===== src/rtl/assert_macros.svh =====
// Assertion macros used by the receiver RTL (the fsr_ctrl sequencer).
// No dependencies; define NO_ASSERTIONS to compile the checks out.
`ifndef ASSERT_MACROS_SVH
`define ASSERT_MACROS_SVH
`ifndef NO_ASSERTIONS
`define ASSERT_IMPLY(label, clk, rst, ante, cons) \
  label: assert property (@(posedge clk) disable iff (rst) (ante) |-> (cons)) \
    else $error("same-cycle check failed");
`define ASSERT_NEXT(label, clk, rst, ante, cons) \
  label: assert property (@(posedge clk) disable iff (rst) (ante) |=> (cons)) \
    else $error("next-cycle check failed");
`else
`define ASSERT_IMPLY(label, clk, rst, ante, cons)
`define ASSERT_NEXT(label, clk, rst, ante, cons)
`endif
`endif


===== src/rtl/fsr_pkg.sv =====
// Shared types, constants and the CRC-16 byte step for the frame receiver.
// No dependencies.
`default_nettype none
package fsr_pkg;

  localparam int FRAME_DEPTH = 64;
  localparam int ADDR_W      = $clog2(FRAME_DEPTH);
  localparam int LEN_MAX     = (FRAME_DEPTH < 64) ? FRAME_DEPTH : 64;
  localparam int POS_W       = 7;

  localparam logic [POS_W-1:0] LEN_MIN_L = 7'd9;
  localparam logic [POS_W-1:0] LEN_MAX_L = POS_W'(LEN_MAX);
  localparam logic [POS_W-1:0] QUERY_LEN = 7'd8;
  localparam int BYTE_COUNT_POS = 6;
  localparam int PAYLOAD_START  = 7;

  localparam logic [7:0]  FC_QUERY = 8'h03;
  localparam logic [7:0]  FC_WRITE = 8'h10;
  localparam logic [7:0]  FC_TEST  = 8'hAD;
  localparam logic [15:0] CRC_INIT = 16'hFFFF;
  localparam logic [15:0] CRC_POLY = 16'hA001;

  localparam logic KIND_BYTE = 1'b0;
  localparam logic KIND_TICK = 1'b1;

  localparam logic [1:0] CFG_SLAVE_ADDR = 2'd0;
  localparam logic [1:0] CFG_GAP_TICKS  = 2'd1;
  localparam logic [1:0] CFG_LONG_LEN   = 2'd2;

  localparam logic [7:0] SLAVE_ADDR_RST = 8'd0;
  localparam logic [9:0] GAP_TICKS_RST  = 10'd50;
  localparam logic [6:0] LONG_LEN_RST   = 7'd53;

  typedef enum logic [2:0] {
    ST_QUERY_OK = 3'd0,
    ST_WRITE_OK = 3'd1,
    ST_CRC_ERR  = 3'd2,
    ST_BAD_LEN  = 3'd3,
    ST_UNKNOWN  = 3'd4,
    ST_TEST     = 3'd5,
    ST_TIMEOUT  = 3'd6
  } status_t;

  typedef struct packed {
    logic [7:0] slave_address;
    logic [9:0] gap_timeout_ticks;
    logic [6:0] long_frame_bytes;
  } cfg_t;

  typedef struct packed {
    status_t    status;
    logic [7:0] function_code;
    logic [5:0] data_index;
    logic [7:0] data_byte;
    logic       last;
  } res_t;

  typedef struct packed {
    logic              en;
    logic [ADDR_W-1:0] addr;
    logic [7:0]        data;
  } ram_wr_t;

  function automatic logic [15:0] crc16_byte(input logic [15:0] c, input logic [7:0] b);
    logic [15:0] v;
    v = c ^ {8'h00, b};
    for (int k = 0; k < 8; k++) begin
      v = v[0] ? ((v >> 1) ^ CRC_POLY) : (v >> 1);
    end
    return v;
  endfunction

endpackage
`default_nettype wire


===== src/rtl/fsr_frame_ram.sv =====
// Frame byte store: one write port, one registered read port.
// Depends on fsr_pkg.
`default_nettype none
module fsr_frame_ram (
  input  wire logic                      clk,
  input  wire fsr_pkg::ram_wr_t          wr,
  input  wire logic [fsr_pkg::ADDR_W-1:0] raddr,
  output logic [7:0]                     rdata
);
  import fsr_pkg::*;

  logic [7:0] mem [FRAME_DEPTH];

  always_ff @(posedge clk) begin
    if (wr.en) begin
      mem[wr.addr] <= wr.data;
    end
    rdata <= mem[raddr];
  end

endmodule
`default_nettype wire


===== src/rtl/fsr_out_reg.sv =====
// Output register for result transfers; packs results onto the master stream.
// Depends on fsr_pkg.
`default_nettype none
module fsr_out_reg (
  input  wire logic          clk,
  input  wire logic          rst,
  input  wire logic          in_valid,
  output logic               in_ready,
  input  wire fsr_pkg::res_t in_res,
  output logic               m_axis_tvalid,
  input  wire logic          m_axis_tready,
  output logic [31:0]        m_axis_tdata,  // status[2:0], function_code[10:3],
                                            // data_index[16:11], data_byte[24:17]
  output logic               m_axis_tlast
);
  import fsr_pkg::*;

  logic full;

  assign in_ready      = !full || m_axis_tready;
  assign m_axis_tvalid = full;

  always_ff @(posedge clk) begin
    if (rst) begin
      full <= 1'b0;
    end else if (in_ready) begin
      full <= in_valid;
    end
  end

  always_ff @(posedge clk) begin
    if (in_valid && in_ready) begin
      m_axis_tdata <= {7'b0, in_res.data_byte, in_res.data_index,
                       in_res.function_code, in_res.status};
      m_axis_tlast <= in_res.last;
    end
  end

endmodule
`default_nettype wire


===== src/rtl/fsr_ctrl.sv =====
// Frame sequencer: stores bytes, tracks CRC and gap, checks write frames
// by rereading the frame store, and walks payload bytes. Depends on fsr_pkg.
`default_nettype none
`include "assert_macros.svh"
module fsr_ctrl (
  input  wire logic                       clk,
  input  wire logic                       rst,
  input  wire fsr_pkg::cfg_t              cfg,
  input  wire logic                       in_valid,
  output logic                            in_ready,
  input  wire logic                       in_kind,
  input  wire logic [7:0]                 in_byte,
  output logic                            res_valid,
  input  wire logic                       res_ready,
  output fsr_pkg::res_t                   res,
  output fsr_pkg::ram_wr_t                ram_wr,
  output logic [fsr_pkg::ADDR_W-1:0]      ram_raddr,
  input  wire logic [7:0]                 ram_rdata
);
  import fsr_pkg::*;

  typedef enum logic [7:0] {
    S_IDLE    = 8'b0000_0001,
    S_EMIT    = 8'b0000_0010,
    S_LEN     = 8'b0000_0100,
    S_CRC     = 8'b0000_1000,
    S_CKLO    = 8'b0001_0000,
    S_CKHI    = 8'b0010_0000,
    S_RUN     = 8'b0100_0000,
    S_RUNEMIT = 8'b1000_0000
  } state_t;

  state_t           state, state_next;
  logic             receiving, receiving_next;
  logic [POS_W-1:0] pos, pos_next;
  logic [9:0]       gap, gap_next;
  logic [15:0]      crc, crc_next;
  logic [7:0]       fc, fc_next;
  logic [5:0]       idx, idx_next;
  logic [5:0]       n_last, n_last_next;
  logic [15:0]      crc_chk, crc_chk_next;
  logic             lo_ok, lo_ok_next;
  res_t             pend, pend_next;

  logic [POS_W-1:0] frame_len;
  logic [9:0]       limit;
  logic [15:0]      crc_upd;
  logic [15:0]      crc_run;
  logic [POS_W-1:0] pos_inc;
  logic [9:0]       gap_inc;
  logic [7:0]       code;
  logic [8:0]       n_full;
  logic             too_long;
  logic [POS_W-1:0] idx_ext;
  logic             end_now;

  function automatic res_t status_res(input status_t st, input logic [7:0] f);
    res_t r;
    r.status        = st;
    r.function_code = f;
    r.data_index    = '0;
    r.data_byte     = '0;
    r.last          = 1'b1;
    return r;
  endfunction

  always_comb begin
    if (cfg.long_frame_bytes < LEN_MIN_L) begin
      frame_len = LEN_MIN_L;
    end else if (cfg.long_frame_bytes > LEN_MAX_L) begin
      frame_len = LEN_MAX_L;
    end else begin
      frame_len = cfg.long_frame_bytes;
    end
  end

  assign limit    = (cfg.gap_timeout_ticks == '0) ? 10'd1 : cfg.gap_timeout_ticks;
  assign crc_upd  = crc16_byte(receiving ? crc : CRC_INIT, in_byte);
  assign crc_run  = crc16_byte(crc_chk, ram_rdata);
  assign pos_inc  = pos + 7'd1;
  assign gap_inc  = (gap != 10'h3FF) ? gap + 10'd1 : gap;
  assign code     = (pos == 7'd1) ? in_byte : fc;
  assign n_full   = {1'b0, ram_rdata} + 9'(PAYLOAD_START);
  assign too_long = (n_full + 9'd2) > {2'b0, frame_len};
  assign idx_ext  = {1'b0, idx};

  assign in_ready  = (state == S_IDLE);
  assign res_valid = (state == S_EMIT) || (state == S_RUNEMIT);
  assign res       = pend;

  always_comb begin
    case (state)
      S_IDLE:                    ram_raddr = ADDR_W'(BYTE_COUNT_POS);
      S_CRC, S_CKLO, S_RUNEMIT:  ram_raddr = ADDR_W'(idx + 6'd1);
      S_CKHI:                    ram_raddr = ADDR_W'(PAYLOAD_START);
      default:                   ram_raddr = '0;
    endcase
  end

  always_comb begin
    state_next     = state;
    receiving_next = receiving;
    pos_next       = pos;
    gap_next       = gap;
    crc_next       = crc;
    fc_next        = fc;
    idx_next       = idx;
    n_last_next    = n_last;
    crc_chk_next   = crc_chk;
    lo_ok_next     = lo_ok;
    pend_next      = pend;
    end_now        = 1'b0;
    ram_wr         = '0;

    case (state)
      S_IDLE: begin
        if (in_valid) begin
          if (in_kind == KIND_TICK) begin
            if (receiving) begin
              gap_next = gap_inc;
              if (gap_inc >= limit) begin
                pend_next  = status_res(ST_TIMEOUT, (pos >= 7'd2) ? fc : 8'h00);
                end_now    = 1'b1;
                state_next = S_EMIT;
              end
            end
          end else begin
            gap_next = '0;
            if (!receiving) begin
              if (in_byte == cfg.slave_address) begin
                receiving_next = 1'b1;
                ram_wr.en      = 1'b1;
                ram_wr.addr    = '0;
                ram_wr.data    = in_byte;
                pos_next       = 7'd1;
                crc_next       = crc_upd;
              end
            end else begin
              ram_wr.en   = 1'b1;
              ram_wr.addr = ADDR_W'(pos);
              ram_wr.data = in_byte;
              pos_next    = pos_inc;
              crc_next    = crc_upd;
              if (pos == 7'd1) begin
                fc_next = in_byte;
              end
              if (code == FC_QUERY) begin
                if (pos_inc >= QUERY_LEN) begin
                  pend_next  = status_res((crc_upd == '0) ? ST_QUERY_OK : ST_CRC_ERR, code);
                  end_now    = 1'b1;
                  state_next = S_EMIT;
                end
              end else if (code == FC_TEST) begin
                pend_next  = status_res(ST_TEST, code);
                end_now    = 1'b1;
                state_next = S_EMIT;
              end else if (pos_inc >= frame_len) begin
                end_now = 1'b1;
                if (code == FC_WRITE) begin
                  state_next = S_LEN;
                end else begin
                  pend_next  = status_res(ST_UNKNOWN, code);
                  state_next = S_EMIT;
                end
              end
            end
          end
        end
      end
      S_EMIT: begin
        if (res_ready) begin
          state_next = S_IDLE;
        end
      end
      S_LEN: begin
        if (too_long) begin
          pend_next  = status_res(ST_BAD_LEN, FC_WRITE);
          state_next = S_EMIT;
        end else begin
          n_last_next  = 6'(n_full - 9'd1);
          idx_next     = '0;
          crc_chk_next = CRC_INIT;
          state_next   = S_CRC;
        end
      end
      S_CRC: begin
        crc_chk_next = crc_run;
        idx_next     = idx + 6'd1;
        if (idx == n_last) begin
          state_next = S_CKLO;
        end
      end
      S_CKLO: begin
        lo_ok_next = (ram_rdata == crc_chk[7:0]);
        idx_next   = idx + 6'd1;
        state_next = S_CKHI;
      end
      S_CKHI: begin
        if (!(lo_ok && (ram_rdata == crc_chk[15:8]))) begin
          pend_next  = status_res(ST_CRC_ERR, FC_WRITE);
          state_next = S_EMIT;
        end else if (frame_len == LEN_MIN_L) begin
          pend_next  = status_res(ST_WRITE_OK, FC_WRITE);
          state_next = S_EMIT;
        end else begin
          idx_next   = 6'(PAYLOAD_START);
          state_next = S_RUN;
        end
      end
      S_RUN: begin
        pend_next.status        = ST_WRITE_OK;
        pend_next.function_code = FC_WRITE;
        pend_next.data_index    = idx;
        pend_next.data_byte     = ram_rdata;
        pend_next.last          = ((idx_ext + 7'd3) == frame_len);
        state_next              = S_RUNEMIT;
      end
      S_RUNEMIT: begin
        if (res_ready) begin
          if (pend.last) begin
            state_next = S_IDLE;
          end else begin
            idx_next   = idx + 6'd1;
            state_next = S_RUN;
          end
        end
      end
      default: begin
        state_next = S_IDLE;
      end
    endcase

    if (end_now) begin
      receiving_next = 1'b0;
      pos_next       = '0;
      gap_next       = '0;
      crc_next       = CRC_INIT;
    end
  end

  always_ff @(posedge clk) begin
    if (rst) begin
      state     <= S_IDLE;
      receiving <= 1'b0;
      pos       <= '0;
      gap       <= '0;
      crc       <= CRC_INIT;
    end else begin
      state     <= state_next;
      receiving <= receiving_next;
      pos       <= pos_next;
      gap       <= gap_next;
      crc       <= crc_next;
    end
  end

  always_ff @(posedge clk) begin
    fc      <= fc_next;
    idx     <= idx_next;
    n_last  <= n_last_next;
    crc_chk <= crc_chk_next;
    lo_ok   <= lo_ok_next;
    pend    <= pend_next;
  end

  `ASSERT_IMPLY(a_recv_pos, clk, rst, receiving, (pos != '0) && (pos < frame_len))
  `ASSERT_IMPLY(a_res_not_recv, clk, rst, res_valid, !receiving)
  `ASSERT_IMPLY(a_crc_idx, clk, rst, state == S_CRC, idx <= n_last)
  `ASSERT_IMPLY(a_run_idx, clk, rst, state == S_RUNEMIT, (idx >= 6'(PAYLOAD_START)) && ((idx_ext + 7'd3) <= frame_len))
  `ASSERT_NEXT(a_len_to_crc, clk, rst, (state == S_LEN) && !too_long, state == S_CRC)

endmodule
`default_nettype wire


===== src/rtl/serial_frame_receiver_crc_check_unit.sv =====
// A byte or tick is taken only while idle; a status result passes the pending-result
// register, then the output register. A write frame rereads the frame store through its
// single read port: byte count, then the n = byte count + 7 frame bytes and the two CRC
// bytes, then S_RUN and S_RUNEMIT per payload result. One input per cycle while idle.
// Reset is synchronous and clears control state and configuration; the frame store
// is not cleared and needs no clearing pass.
`default_nettype none
module serial_frame_receiver_crc_check_unit (
  input  wire logic        clk,
  input  wire logic        rst,
  input  wire logic        s_axis_tvalid,
  output logic             s_axis_tready,
  input  wire logic [7:0]  s_axis_tdata,   // rx_byte[7:0]
  input  wire logic        s_axis_tuser,   // kind[0]
  output logic             m_axis_tvalid,
  input  wire logic        m_axis_tready,
  output logic [31:0]      m_axis_tdata,   // status[2:0], function_code[10:3],
                                           // data_index[16:11], data_byte[24:17]
  output logic             m_axis_tlast,
  input  wire logic        cfg_valid,
  output logic             cfg_ready,
  input  wire logic [1:0]  cfg_index,
  input  wire logic [9:0]  cfg_data
);
  import fsr_pkg::*;

  cfg_t              cfg;
  ram_wr_t           ram_wr;
  logic [ADDR_W-1:0] ram_raddr;
  logic [7:0]        ram_rdata;
  logic              res_valid;
  logic              res_ready;
  res_t              res;

  assign cfg_ready = 1'b1;

  always_ff @(posedge clk) begin
    if (rst) begin
      cfg.slave_address     <= SLAVE_ADDR_RST;
      cfg.gap_timeout_ticks <= GAP_TICKS_RST;
      cfg.long_frame_bytes  <= LONG_LEN_RST;
    end else if (cfg_valid && cfg_ready) begin
      case (cfg_index)
        CFG_SLAVE_ADDR: cfg.slave_address     <= cfg_data[7:0];
        CFG_GAP_TICKS:  cfg.gap_timeout_ticks <= cfg_data;
        CFG_LONG_LEN:   cfg.long_frame_bytes  <= cfg_data[6:0];
        default: begin
        end
      endcase
    end
  end

  fsr_frame_ram u_ram (
    .clk   (clk),
    .wr    (ram_wr),
    .raddr (ram_raddr),
    .rdata (ram_rdata)
  );

  fsr_ctrl u_ctrl (
    .clk       (clk),
    .rst       (rst),
    .cfg       (cfg),
    .in_valid  (s_axis_tvalid),
    .in_ready  (s_axis_tready),
    .in_kind   (s_axis_tuser),
    .in_byte   (s_axis_tdata),
    .res_valid (res_valid),
    .res_ready (res_ready),
    .res       (res),
    .ram_wr    (ram_wr),
    .ram_raddr (ram_raddr),
    .ram_rdata (ram_rdata)
  );

  fsr_out_reg u_out (
    .clk           (clk),
    .rst           (rst),
    .in_valid      (res_valid),
    .in_ready      (res_ready),
    .in_res        (res),
    .m_axis_tvalid (m_axis_tvalid),
    .m_axis_tready (m_axis_tready),
    .m_axis_tdata  (m_axis_tdata),
    .m_axis_tlast  (m_axis_tlast)
  );

endmodule
`default_nettype wire


===== config.mk =====
export PLATFORM = sky130hd
export DESIGN_NAME = serial_frame_receiver_crc_check_unit
export DESIGN_NICKNAME = d
export VERILOG_FILES = /design/src/rtl/fsr_pkg.sv /design/src/rtl/fsr_frame_ram.sv /design/src/rtl/fsr_out_reg.sv /design/src/rtl/fsr_ctrl.sv /design/src/rtl/serial_frame_receiver_crc_check_unit.sv
export VERILOG_INCLUDE_DIRS = /design/src /design/src/rtl
export SDC_FILE = /design/constraint.sdc
export NUM_CORES = 1
export LEC_CHECK = 0
export BUFFER_PORTS_ARGS = -buffer_cell sky130_fd_sc_hd__buf_2
export CORE_ASPECT_RATIO = 2
export CORE_MARGIN = 10
export CORE_UTILIZATION = 37
export CTS_BUF_LIST = sky130_fd_sc_hd__clkbuf_4 sky130_fd_sc_hd__clkbuf_8
export CTS_CLUSTER_SIZE = 10
export DETAILED_ROUTE_END_ITERATION = 10
export PLACE_DENSITY = 0.49
export SLEW_MARGIN = 20
export SYNTH_ARGS = -nofsm -noshare
export SYNTH_HDL_FRONTEND = slang
export SYNTH_SLANG_ARGS = --single-unit

===== constraint.sdc =====
create_clock -name clk -period 5.3 [get_ports clk]
set_input_delay 1.06 -clock clk [delete_from_list [all_inputs] [get_ports clk]]
set_output_delay 1.06 -clock clk [all_outputs]
set_load 0.1 [all_outputs]

After elaboration in Yosys (flattened, before gate mapping) --
Memory sizes are Yosys's and may differ from the RTL's. A register that Yosys moved wholly into a read port is not among the register bits. Index checks and enable logic that the tools add are counted.
Word-level totals: output and inout bits 36, RAM bits 512, word-level logic and storage cells 210, bits in registers 157, memories kept 1
Memory list:
- u_ram.mem | words 64, width 8, read ports 1, clocked after Yosys merged registers in 1, write ports 1, line fsr_frame_ram.sv:12 | logic [7:0] mem [FRAME_DEPTH];
Cells by class: bitwise gates (word level) 20, mux-type cells 90, equal/unequal tests 37, reductions and logical operators 27, $lt $le $gt $ge 7, $add $sub $neg 7
Operators by type and width (number):
- 26-bit two-way mux | 13
- 16-bit two-way mux | 20
- 8-bit two-way mux | 15
- 26-bit case mux with 4 select lines | 1
- 15-bit two-way mux | 5
- 8-bit case mux with 8 select lines | 1
- 2-bit inverter with 3-bit output | 16
- 7-bit two-way mux | 6
- 10-bit two-way mux | 4
- 16-bit case mux with 2 select lines | 1
- 16-bit by 8-bit XOR with 16-bit output | 2
- 6-bit two-way mux | 5
- 8-bit equality test | 3
- 6-bit case mux with 4 select lines | 1
- 6-bit case mux with 3 select lines | 1
- 8-bit by 2-bit equality test with 1-bit output, second input constant | 2
- 8-bit by 5-bit equality test with 1-bit output, second input constant | 2
- 8-bit equality test, second input constant | 2
- 16-bit logical NOT | 1
- 1-bit two-way mux | 14
- 2-bit by 1-bit != test with 1-bit output, second input constant | 7
- 10-bit by 1-bit adder with 10-bit output, second input constant | 1
- 10-bit >= comparator | 1
- 10-bit logical NOT | 1
- 48 further kinds | 63

Depth between registers and ports, before layout --
word-level depth 26, depth in mapped cells 16, mapped depth without buffers 15

Cells and area by module --
Synthesis repeated with hierarchy kept, for this count alone.
Unflattened totals: cells, all modules 1862, area total of the unflattened synthesis 29366.9 um^2
Modules (own cells, without submodules):
- fsr_frame_ram | cells an instance 972, area each 20190.6 um^2, times used 1, sequential area each 15534.9 um^2
- fsr_ctrl | cells an instance 747, area each 7225.7 um^2, times used 1, sequential area each 2732.6 um^2
- serial_frame_receiver_crc_check_unit | cells an instance 104, area each 1058.5 um^2, times used 1, sequential area each 500.5 um^2
- fsr_out_reg | cells an instance 39, area each 892.1 um^2, times used 1, sequential area each 800.8 um^2

Worst setup path before layout --
Ideal clock, no wire load.
kind register -> register, from reg u_ctrl.gap[0], to reg u_ctrl.pend, in the netlist u_ctrl.res[0], enable pin, data arrival time 3.686 ns, clock period less this slack 4.067 ns, path slack 1.233 ns, data required time 4.919 ns, cell stages (with the launch flop) 15, setup time 0.381 ns, cell sequence dfxtp_1 > ha_1 > nand3_1 > or3_1 > clkbuf_1 > mux2_2 > ha_1 > a2111oi_0 > nor4_1 > o221a_2 > o311ai_0 > or3_1 > clkbuf_1 > nor2_1 > o211a_1
On the way: longest elaborated chain between the ends 5, elaborated cells on any way between the ends 6
RTL lines:
- from (decl) | line fsr_ctrl.sv:36 | logic [9:0] gap, gap_next;
- from (signal assigned) | line fsr_ctrl.sv:252 | gap <= gap_next;
- 10-bit by 1-bit adder with 10-bit output / 10-bit != test (equally long branches) | line fsr_ctrl.sv:81 | assign gap_inc = (gap != 10'h3FF) ? gap + 10'd1 : gap;
- 10-bit two-way mux * | line fsr_ctrl.sv:81
- 10-bit >= comparator * | line fsr_ctrl.sv:121 | if (gap_inc >= limit) begin
- 3-bit by 2-bit != test with 1-bit output (no source line) *
- 9-bit AND reduction (no source line) *
- to (signal assigned) | line fsr_ctrl.sv:263 | pend <= pend_next;
- to (decl) | line fsr_ctrl.sv:43 | res_t pend, pend_next;
Every way passes the cells marked *; elsewhere a longest branch is shown, timed or not. A chain may end at the register's enable or synchronous reset.

Final worst setup path --
from reg u_ctrl.gap[0], to reg u_ctrl.pend, in the netlist u_ctrl.res[7], enable pin
The elaborated chain is that of the path after synthesis.

==> impl_metrics.json <==
{
  "drc_errors": 0,
  "cap_violations": 0,
  "ant_nets": 0,
  "ys_seq_area_share_pct": 67.1,
  "period_share_pct": 89.6,
  "rows": 145,
  "vias": 19400,
  "grt_pass1_wl_mm": 127,
  "cts.sinks": 677,
  "gp_congestion": 0.909,
  "routed_wl_mm": 86.1,
  "drive_gt1_share_pct": 13.5,
  "dieHeight_um": 417,
  "synth-edff-count": 601,
  "cts_tree": "done",
  "slew_violations": 0,
  "dieWidth_um": 218,
  "syn2layout_area_growth_pct": 13.2,
  "setup_viol": 0,
  "grt-ovfl-total": 0,
  "power_density_nw_per_um2": 389,
  "skew_ns": 0.0293,
  "cts_setup_buffers": 0,
  "cts_resized": 0,
  "dr.pass1.iters": 5,
  "start_kind": "flip-flop",
  "postSynthAreaPerCell_um2": 12.2,
  "worst_slew_pin_slew_ns": 1.06,
  "core_area_um2": 78200,
  "final_nets": 2577,
  "clock_path_buffers": 3,
  "synthArstFlopShare_pct": 0,
  "start_util_pct": 37.3,
  "dpl_cell_area_um2": 31100,
  "final_area_um2": 33000,
  "antenna_found_initial": 2,
  "netlist_instances": 2399,
  "clock.fmax_mhz": 211,
  "rsz0062_at_grt": "no",
  "viasPerCell": 5.36,
  "leakage_nw": 12.5,
  "vdd_drop_max_mv": 0.230,
  "grt_max_degree": 96,
  "die-area_um2": 91100,
  "ys.flop_type": "edfxtp_1",
  "arrival_ns": 5.04,
  "tns_ns": 0,
  "htreeDepth": 3,
  "insertion_delay_ns": 0.73,
  "drt_iter0_drc": 1328,
  "worstHoldPathType": "flip-flop to flip-flop",
  "outcome": "complete, no violations",
  "layout_min_cycle_time_ns": 4.75,
  "slew_headroom_pct": 29.4,
  "wl_per_cell_um": 23.8,
  "synth_warnings": 0,
  "final_cell_mix": "edfxtp_1, nand2_1, a21oi_1",
  "dp_hpwl_mm": 58.4,
  "clkTransAtPathRegs_ns": 0.06,
  "grt_pass1_vias": 20000,
  "path_max_fanout": 26,
  "crit_type": "flip-flop to flip-flop",
  "final_common_cell": "edfxtp_1",
  "pin_count": 62,
  "track_usage_pct": 18.6,
  "port_buffers": 53,
  "final_hold_viol_count": 0,
  "yosysUniqueCellTypes": 70,
  "critPathCaptureType": "flip-flop",
  "syn_area_um2": 29200,
  "ys_ff_latch": 677,
  "cts_buffers": 96,
  "clockRootBuffer": "clkbuf_8",
  "required_ns": 5.60,
  "holdBufCountCts": 0
}
[where the power goes]
part           internal (W)  switching (W)  leakage, nW
Combinational      0.000781        0.00205         4.12
Clock               0.00208        0.00204        0.996
Sequential          0.00579      0.0000884         7.42
Total               0.00865        0.00418         12.5
[Yosys cell counts (34+ instances only)]
| cell type | count | area share, % |
|---|---|---|
| buf_2 | 49 | 0.84 |
| o21ai_0 | 34 | 0.58 |
| xor2_1 | 44 | 1.3 |
| nand3_1 | 82 | 1.4 |
| ha_1 | 39 | 1.7 |
| nor2_1 | 158 | 2.0 |
| dfxtp_1 | 76 | 5.2 |
| inv_1 | 52 | 0.67 |
| clkbuf_1 | 76 | 0.98 |
| nand2_1 | 475 | 6.1 |
| a21oi_1 | 200 | 3.4 |
| a22oi_1 | 50 | 1.3 |
| xnor2_1 | 60 | 1.8 |
| mux2i_1 | 36 | 1.2 |
| a32oi_1 | 84 | 2.5 |
| edfxtp_1 | 601 | 62 |
[through the flow]
step                power (W)  util (%)  setup WS (ns)  hold WS (ns)  std cells
floorplan             0.00784         -           1.23         0.400       2405
global placement      0.00882      39.8         0.0966         0.402       3443
detailed placement    0.00884      39.8          0.248         0.406       3443
CTS                    0.0130      42.2          0.221         0.424       3620
finish                 0.0128      42.2          0.551         0.424       3621
global route           0.0134      42.2          0.231         0.428       3621
[worst max-delay path, stage by stage, from the launching register on]
cell and delay (ns):
dfxtp_1 0.42, ha_1 0.24, nand3_1 0.19, or3_1 0.54, mux2_2 0.33, ha_1 0.30, a2111oi_0 0.42, nor4_1 0.13
o221a_2 0.28, o311ai_1 0.57, or3_1 0.23, nor2_1 0.05, o211a_1 0.62
[sequential cells by signal, indices dropped and copies added, names as in the netlist, 6 cells and up]
register	count
u_ctrl.gap	10
u_ram.mem	512
u_ctrl.crc	16
cfg	25
u_out.m_axis_tdata	25
u_ctrl.n_last	6
u_ram.rdata	8
u_ctrl.fc	8
u_ctrl.idx	6
u_ctrl.res	26
u_ctrl.crc_chk	16
u_ctrl.state	8
u_ctrl.pos	7
[worst paths after layout]
check | from | endpoint | slack [ns] | cells after the start
worst max-delay path | u_ctrl.gap[0] | u_ctrl.res[7] | 0.55 | 12
worst max register to register | u_ctrl.gap[0] | u_ctrl.res[7] | 0.55 | 12
worst min-delay path | u_ctrl.res[5] | u_out.m_axis_tdata[21] | 0.42 | 0
worst min register to register | u_ctrl.res[5] | u_out.m_axis_tdata[21] | 0.42 | 0
[cell families (layout without fill, tap and decap cells)]
family                     after synthesis  in the layout  synth area share (%)
other                                    2              9                0.0258
xor gates and xnor gates               104            104                  3.12
AOI/OAI and AO/OA                      467            467                  10.5
buffers and inverters                  209            395                  3.09
DFF                                    677            677                  67.1
muxes                                   44             44                  1.54
and+or+nand+nor                        857            857                  12.9
adders and majority gates               39             39                  1.67
[cell type report]
| class | instances | area [um2] |
|---|---|---|
| fill | 7313 | 45200 |
| inverter | 54 | 203 |
| clock inverter | 50 | 327 |
| timing repair buffer | 164 | 1300 |
| multi-input combinational | 1519 | 8760 |
| clock buffer | 127 | 1560 |
| tap | 1029 | 1290 |
| antenna | 1 | 2.50 |
| sequential | 677 | 19600 |
[per-layer routing]
metal  part of all wire, %  vias to the layer above  GRT usage (%)  wire length, um
met5                 0.015                        -              0               13
met4                   4.8                        2           9.52             4140
met3                   4.0                      149           2.86             3450
met2                    56                      510           35.8            48200
met1                    35                     9739           18.6            30200
li1                      -                     9013              -                -
Power figures use the tool's default switching activity.
